`config.mk`:
```
export PLATFORM = sky130hd
export DESIGN_NAME = rfpc_send
export DESIGN_NICKNAME = d
export VERILOG_FILES = /design/src/rtl/core/rfpc_pkg.sv /design/src/rtl/core/rfpc_send.sv
export SDC_FILE = /design/constraint.sdc
export NUM_CORES = 1
export LEC_CHECK = 0
export BUFFER_PORTS_ARGS = -buffer_cell sky130_fd_sc_hd__buf_2
export CORE_MARGIN = 3
export CORE_UTILIZATION = 30
export DETAILED_ROUTE_END_ITERATION = 8
export REMOVE_ABC_BUFFERS = 1
export SYNTH_ARGS = -nofsm -noshare
export SYNTH_HDL_FRONTEND = slang
export SYNTH_SLANG_ARGS = --single-unit
```
`constraint.sdc`:
```
create_clock -name i_clk -period 9.3 [get_ports i_clk]
set_input_delay 0.465 -clock i_clk [delete_from_list [all_inputs] [get_ports i_clk]]
set_output_delay 0.465 -clock i_clk [all_outputs]
set_load 0.05 [all_outputs]
```
`src/rtl/core/rfpc_pkg.sv`:
```
// ----------------------------------------------------------------------------
// Radio frame packer/checker package
// Request codes, frame constants and the emit beat type shared by all units.
// ----------------------------------------------------------------------------
package rfpc_pkg;

    localparam logic [1:0] REQ_SEND  = 2'd0;
    localparam logic [1:0] REQ_FLUSH = 2'd1;
    localparam logic [1:0] REQ_RADIO = 2'd2;

    localparam logic [7:0] HDR_MARK      = 8'hA0;
    localparam int         MAX_LEN       = 30;
    localparam logic [4:0] LIMIT_RESET   = 5'd30;
    localparam logic [1:0] ADDR_LIMIT    = 2'd0;

    typedef struct packed {
        logic       valid;
        logic [7:0] data;
        logic       port;
        logic       last;
    } t_emit;

endpackage

```
`src/rtl/core/rfpc_send.sv`:
```
// ----------------------------------------------------------------------------
// Transmit queue and frame builder
// Byte queue in a one-port-read memory; sums the payload in one pass, then
// streams header, checksum and payload in a second pass.
// ----------------------------------------------------------------------------
module rfpc_send
    import rfpc_pkg::*;
#(
    parameter int FRAME_BYTES = 32,
    parameter int QUEUE_DEPTH = 31
) (
    input  logic       i_clk,
    input  logic       i_rst_n,
    input  logic       i_start,
    input  logic       i_flush,
    input  logic [7:0] i_byte,
    input  logic [4:0] i_limit,
    input  logic       i_out_free,
    output logic       o_idle,
    output t_emit      o_emit
);

    localparam int HW = $clog2(QUEUE_DEPTH);
    localparam int CW = $clog2(QUEUE_DEPTH + 1);
    localparam int MaxPay0 = (MAX_LEN < FRAME_BYTES - 2) ? MAX_LEN : FRAME_BYTES - 2;
    localparam int MaxPay  = (MaxPay0 < QUEUE_DEPTH - 1) ? MaxPay0 : QUEUE_DEPTH - 1;

    typedef enum logic [4:0] {
        S_IDLE = 5'b00001,
        S_SUM  = 5'b00010,
        S_HDR  = 5'b00100,
        S_CSUM = 5'b01000,
        S_DATA = 5'b10000
    } t_send_state;

    t_send_state r_state, n_state;
    logic [CW-1:0] r_count, n_count;
    logic [HW-1:0] r_head, n_head;
    logic [HW-1:0] r_ptr, n_ptr;
    logic [4:0]    r_n, n_n;
    logic [4:0]    r_idx, n_idx;
    logic [7:0]    r_sum, n_sum;
    logic          r_pend, n_pend;
    logic [7:0]    r_mem [QUEUE_DEPTH];
    logic [7:0]    r_rdata;

    logic          we, re;
    logic [HW-1:0] waddr, raddr;
    logic [4:0]    lim;
    logic [5:0]    tail_sum;
    logic [CW-1:0] cnt_ins;
    logic          data_last;

    function automatic logic [HW-1:0] f_inc(input logic [HW-1:0] p);
        return (p == HW'(QUEUE_DEPTH - 1)) ? '0 : p + HW'(1);
    endfunction

    always_comb begin
        if (i_limit == 5'd0) begin
            lim = 5'd1;
        end else if (i_limit > 5'(MaxPay)) begin
            lim = 5'(MaxPay);
        end else begin
            lim = i_limit;
        end
        tail_sum = 6'(r_head) + 6'(r_count);
        if (tail_sum >= 6'(QUEUE_DEPTH)) begin
            tail_sum = tail_sum - 6'(QUEUE_DEPTH);
        end
        waddr   = HW'(tail_sum);
        cnt_ins = (6'(r_count) < 6'(QUEUE_DEPTH)) ? r_count + CW'(1) : r_count;
        data_last = ((r_idx + 5'd1) == r_n);
    end

    always_comb begin
        n_state = r_state;
        n_count = r_count;
        n_head  = r_head;
        n_ptr   = r_ptr;
        n_n     = r_n;
        n_idx   = r_idx;
        n_sum   = r_sum;
        n_pend  = r_pend;
        we      = 1'b0;
        re      = 1'b0;
        raddr   = r_head;
        o_emit  = '0;
        case (r_state)
            S_IDLE: begin
                if (i_start) begin
                    n_ptr  = r_head;
                    n_idx  = 5'd0;
                    n_sum  = 8'd0;
                    n_pend = 1'b0;
                    if (!i_flush) begin
                        we      = (6'(r_count) < 6'(QUEUE_DEPTH));
                        n_count = cnt_ins;
                        if (6'(cnt_ins) > 6'(lim)) begin
                            n_n     = lim;
                            n_state = S_SUM;
                        end
                    end else begin
                        n_n     = (6'(r_count) > 6'(lim)) ? lim : 5'(r_count);
                        n_state = S_SUM;
                    end
                end
            end
            S_SUM: begin
                if (r_pend) begin
                    n_sum = r_sum + r_rdata;
                end
                if (r_idx != r_n) begin
                    re     = 1'b1;
                    raddr  = r_ptr;
                    n_ptr  = f_inc(r_ptr);
                    n_idx  = r_idx + 5'd1;
                    n_pend = 1'b1;
                end else begin
                    n_pend  = 1'b0;
                    n_state = S_HDR;
                end
            end
            S_HDR: begin
                // prefetch the first payload byte while the header goes out
                re = 1'b1;
                if (i_out_free) begin
                    o_emit.valid = 1'b1;
                    o_emit.data  = HDR_MARK | {3'b000, r_n};
                    n_idx        = 5'd0;
                    n_state      = S_CSUM;
                end
            end
            S_CSUM: begin
                if (i_out_free) begin
                    o_emit.valid = 1'b1;
                    o_emit.data  = r_sum;
                    o_emit.last  = (r_n == 5'd0);
                    n_state      = (r_n == 5'd0) ? S_IDLE : S_DATA;
                end
            end
            S_DATA: begin
                if (i_out_free) begin
                    o_emit.valid = 1'b1;
                    o_emit.data  = r_rdata;
                    o_emit.last  = data_last;
                    n_head       = f_inc(r_head);
                    n_idx        = r_idx + 5'd1;
                    if (data_last) begin
                        n_count = CW'(6'(r_count) - 6'(r_n));
                        n_state = S_IDLE;
                    end else begin
                        re    = 1'b1;
                        raddr = f_inc(r_head);
                    end
                end
            end
            default: begin
                n_state = S_IDLE;
            end
        endcase
    end

    assign o_idle = (r_state == S_IDLE);

    always_ff @(posedge i_clk) begin
        if (!i_rst_n) begin
            r_state <= S_IDLE;
            r_count <= '0;
            r_head  <= '0;
            r_pend  <= 1'b0;
        end else begin
            r_state <= n_state;
            r_count <= n_count;
            r_head  <= n_head;
            r_pend  <= n_pend;
        end
    end

    always_ff @(posedge i_clk) begin
        r_ptr <= n_ptr;
        r_n   <= n_n;
        r_idx <= n_idx;
        r_sum <= n_sum;
    end

    always_ff @(posedge i_clk) begin
        if (we) begin
            r_mem[waddr] <= i_byte;
        end
        if (re) begin
            r_rdata <= r_mem[raddr];
        end
    end

endmodule

```
Word-level counts from Yosys, hierarchy flattened --
Memory sizes are Yosys's and may differ from the RTL's. A register that Yosys moved wholly into a read port is not among the register bits. Cells that the tools add are included.
Word-level totals: memories 1, register bits after elaboration 39, latch bits 0, input bits 18, ROM bits 0, logic and storage cells 112, output and inout port bits 12, memory bits (writable) 248
Cells by class: $lt $le $gt $ge 5, equality and inequality tests 19, multiply operators 0, add/subtract/negate cells 8, muxes and demuxes 57, bitwise gates (word level) 0, div/mod/pow operators 0, shift-type cells 0, reductions and logical operators 14
Memories:
- r_mem | depth 31, bits a word 8, read ports 1, clocked after memory_dff 1, wr ports 1, RTL line rfpc_send.sv:44 | logic [7:0] r_mem [QUEUE_DEPTH];
Operators with widths (number):
- two-way mux 5 bit | 31
- one-hot mux 5 bit (2 select lines) | 3
- two-way mux 9 bit | 3
- one-hot mux 9 bit (3 select lines) | 1
- one-hot mux 5 bit (5 select lines) | 1
- adder 5 x 1 -> 5 bit (second input constant) | 4
- one-hot mux 5 bit (4 select lines) | 1
- != test 2 bit (second input constant) | 9
- two-way mux 8 bit | 2
- one-hot mux 8 bit (2 select lines) | 1
- == test 5 bit (second input constant) | 3
- two-way mux 1 bit | 11
- greater-than comparator 5 bit | 2
- zero test 5 bit | 2
- AND reduction 5 bit | 2
- AND reduction 3 bit | 3
- adder 8 bit | 1
- AND reduction 7 bit | 1
- adder 5 x 5 -> 6 bit | 1
- >= comparator 6 x 5 -> 1 bit (second input constant) | 1
- nonzero test 2 bit | 3
- == test 5 x 1 -> 1 bit (second input constant) | 1
- == test 5 x 2 -> 1 bit (second input constant) | 1
- == test 5 x 3 -> 1 bit (second input constant) | 1
- other kinds (12) | 14

Depth between registers and ports, before layout --
word-level depth 8, depth in mapped cells 14, depth with buffers taken out 13

Worst setup path after synthesis --
Ideal clock, no wire load.
kind register -> register, start point register r_count[1], end point memory r_mem[15][0] (enable), period minus slack after synthesis 3.341 ns, path buffers 0, required time 8.930 ns, library setup time 0.370 ns, arrival time 2.971 ns, stages on the path, launching flop included 11, path slack 5.959 ns, path through dfxtp_1 inv_1 fa_1 xnor2_1 nand2_1 nor4b_1 o21ai_0 xor2_1 nor2_1 nand2_1 nor2_1
Between the ends: longest elaborated chain between the ends 6, elaborated cells between the ends (all ways) 10, classes of those cells 2 x add/sub; 2 x order compare; 6 x mux
Ends and longest elaborated chain:
- from (decl) | RTL line rfpc_send.sv:37 | logic [CW-1:0] r_count, n_count;
- from (signal assigned) | RTL line rfpc_send.sv:173 | r_count <= n_count;
- parallel branches: the longest is 6 deep, another holds adder 5 x 5 -> 6 bit
- to (decl) | RTL line rfpc_send.sv:44
Several ways; the timed one is not identified.

Worst setup path after layout --
start point register r_count[1], end point memory r_mem[9][5] (enable)
The elaborated chain is that of the path after synthesis.

==> reports/metrics.yaml <==
status:
  status: "finished, final reports clean"
timing:
  setup_viol: 0
  period_share_pct: 47.2
  fin_setup_tns_ns: 0
  fmax_ghz: 0.228
  rsz0062_at_grt: "false"
  slew-limit-headroom_pct: 22.4
  hold_viol_final: 0
  drv_slew: 0
  fin_skew_ns: 0.0169
  worst_slew_pin_slew_ns: 1.16
  period_needed_ns: 4.39
  fin_worst_hold_slack_ns: 0.0769
worst_setup_path:
  timing.critical_path.cells: "inv_1 > fa_1 > xnor2_1 > nand2_1 > nor4b_1 > nor2_1 > and3_1 > o21ai_1 > nor2_1"
  startpoint_type: "flip-flop"
  arrival_ns: 4.61
  max_stage_delay_ns: 0.88
  worstReg2RegStart: "r_count[1]$_SDFFE_PN0P_"
  r2r_cells: 9
  timing.rr.end: "r_mem[9][5]$_DFFE_PP_"
  cp_max_fo: 10
  cp.required_ns: 9.52
  r2r_slack_ns: 4.91
  worst_setup_path_end_kind: "flip-flop"
  cp_common_cell: "nor2_1"
  slowest_stage: "o21ai_1"
  path_class: "flip-flop to flip-flop"
route:
  vias_per_cell: 5.12
  wirelength_um: 34500
  routedWlPerCell_um: 19.7
  vias: 8952
  dr.pass1.iters: 5
  drc: 0
  drt-initial-drc-count: 1021
  final_antenna_net_count: 0
place:
  dpl_cell_area_um2: 14300
  place.gp.congestion: 0.819
  portBuffers: 28
  dp_hpwl_um: 22100
yosys:
  synthCells: 1118
  yosys-top-cells-area: "edfxtp_1, nand2_1, ha_1, mux2i_1, nor2_1"
  async_flop_share_pct: 0
  synth_enable_flop_cells: 279
  synth.top_cell.area_share_pct: 61.4
  synth_top_cell_by_area: "edfxtp_1"
  yosysWarningCount: 0
  synth_ff_type: "edfxtp_1"
  synth_seq_area_share_pct: 63.7
  synth_area_per_cell_um2: 12.2
  synthDistinctLibCells: 71
  ys_ff_latch: 295
  syn_area_um2: 13700
global_routing:
  grt_pass1_wl_um: 53200
  antenna_found_initial: 0
  gr-total-overflow: 0
  grt_max_degree: 84
  grt_pass1_vias: 8897
  grtUsageTotal_pct: 14.3
worst_hold_path:
  whs_path_depth: 2
  hp-start: "i_rst_n"
  min_to: "r_state[0]$_SDFFE_PN1P_"
  min_path_type: "input pin to flip-flop"
die:
  initial_core_util_pct: 30.6
  fp.dieH_um: 219
  core_um2: 44600
  die_width_um: 219
  die_area_um2: 48100
  fp-row-count: 77
  pin_count: 30
layout:
  final_cell_area_um2: 15400
  finalNetCount: 1189
  area_growth_pct: 12.9
  drive_gt1_share_pct: 8.99
  fin_util_pct: 34.5
clock_tree:
  tritoncts: "done"
  cts_made_buffers: 30
  clk_path_buf_depth: 3
  cts_sinks: 295
  clk_latency_ns: 0.59
  postCtsHoldBufs: 0
  clockRootBuffer: "clkbuf_16"
  cts.repair.resized: 0
  clk_pin_slew_ns: 0.07
  h-tree-depth: 1
  post-cts-setup-buffer-count: 0
power_and_ir_drop:
  power_leakage_nw: 5.29
  peakVddDrop_v: 0.000162
  p_per_area_nw_per_um2: 196
flow_run:
  drv_cap: 0
placed cells by master (no fill, tap or decap), types with 30 or more instances in the layout:
cell type / netlist / routed
a211oi_1: 46 / 46
nor2_1: 95 / 95
clkbuf_16: 0 / 30
ha_1: 33 / 33
and2_1: 37 / 36
edfxtp_1: 279 / 279
mux2i_1: 37 / 37
nand2_1: 174 / 173
nand3_1: 55 / 55
o21ai_0: 38 / 38
a21oi_1: 35 / 35
metal layers:
layer	GRT usage [%]	up-vias	share of wire, %
li1	-	4191	-
met1	20.1	4440	46
met2	22.8	267	46
met3	2.31	54	6.2
met4	3.82	0	2.4
met5	0	-	0
metrics by stage:
step                      worst slack (ns)  power, mW  std cells
after global placement                5.01       1.73       1695
final                                 4.91       3.01       1750
after detailed placement              4.94       1.74       1695
after CTS                             4.90       3.04       1749
after floorplan                       3.94       1.66       1069
after global routing                  4.46       3.11       1749
critical path: cells and delay by family, from the launching register on:
family | cells | cell delay, ns
flip-flops | 1 | 0.58
buffers and inverters | 1 | 0.22
adder cells (fa/ha/maj) | 1 | 0.49
XOR/XNOR | 1 | 0.42
AO/OA/AOI/OAI | 1 | 0.88
AND/OR/NAND/NOR | 5 | 1.43
worst max-delay path by stage:
stage | start | endpoint | slack, ns | depth (start not counted)
2_1_floorplan | r_idx[0]$_SDFFCE_PP0P_ | r_rdata[6]$_DFFE_PP_ | 3.94 | 9
3_3_place_gp | r_count[1]$_SDFFE_PN0P_ | r_mem[29][5]$_DFFE_PP_ | 5.01 | 9
3_5_place_dp | r_count[1]$_SDFFE_PN0P_ | r_mem[9][3]$_DFFE_PP_ | 4.94 | 9
4_1_cts | r_count[1]$_SDFFE_PN0P_ | r_mem[9][5]$_DFFE_PP_ | 4.90 | 9
5_1_grt | r_count[1]$_SDFFE_PN0P_ | r_mem[29][3]$_DFFE_PP_ | 4.46 | 9
6_report | r_count[1]$_SDFFE_PN0P_ | r_mem[9][5]$_DFFE_PP_ | 4.91 | 9
registers in the layout, indices dropped and copies added, names as in the netlist:
| name | cells |
|---|---|
| r_ptr | 5 |
| r_mem | 248 |
| r_n | 5 |
| r_sum | 8 |
| r_count | 5 |
| r_rdata | 8 |
| r_head | 5 |
| r_pend | 1 |
| r_idx | 5 |
| r_state | 5 |
power breakdown:
group          switching, mW  internal, mW  leakage, nW  total [mW]
combinational          0.138        0.0693         2.11       0.207
sequential            0.0245          1.48         2.66        1.50
clock                  0.519         0.784        0.522        1.30
total                  0.682          2.33         5.29        3.01
area by class of cell:
| type | instances | area, µm² |
|---|---|---|
| Antenna cell | 1 | 2.50 |
| Clock buffer | 32 | 758 |
| Clock inverter | 22 | 310 |
| Fill cell | 4360 | 29200 |
| Inverter | 26 | 97.6 |
| Multi-Input combinational cell | 748 | 4620 |
| Sequential cell | 295 | 8700 |
| Tap cell | 592 | 741 |
| Timing Repair Buffer | 34 | 185 |
Yosys cell counts (all sizes together) (3+ instances only):
library cell / count
xor2: 12
o211ai: 10
a41oi: 3
a22o: 3
and2: 37
ha: 33
o21bai: 3
a22oi: 5
inv: 26
and3: 7
a221o: 4
nor3: 8
o31ai: 3
nand3: 55
a21o: 8
o21a: 4
clkbuf: 18
xnor2: 19
a311oi: 3
a31oi: 20
fa: 3
mux2i: 37
nand2b: 4
o221ai: 7
buf: 31
o21ai: 47
nor2: 98
o32ai: 8
mux2: 3
nor2b: 17
dfxtp: 16
edfxtp: 279
nand4: 3
a21oi: 36
nand2: 174
a211oi: 47
logic make-up (layout without fill, tap and decap cells):
logic type | Yosys count | after routing | share of synthesized area (%)
compound gates | 224 | 224 | 11.3
flops | 295 | 295 | 63.7
fa+ha+maj | 36 | 36 | 3.46
simple gates | 415 | 415 | 13.8
other cells | 1 | 2 | 0.0275
mux | 40 | 40 | 2.96
buf+inv | 75 | 114 | 2.59
xor+xnor | 32 | 32 | 2.21
Note: power is estimated with default switching activity, not from simulation.
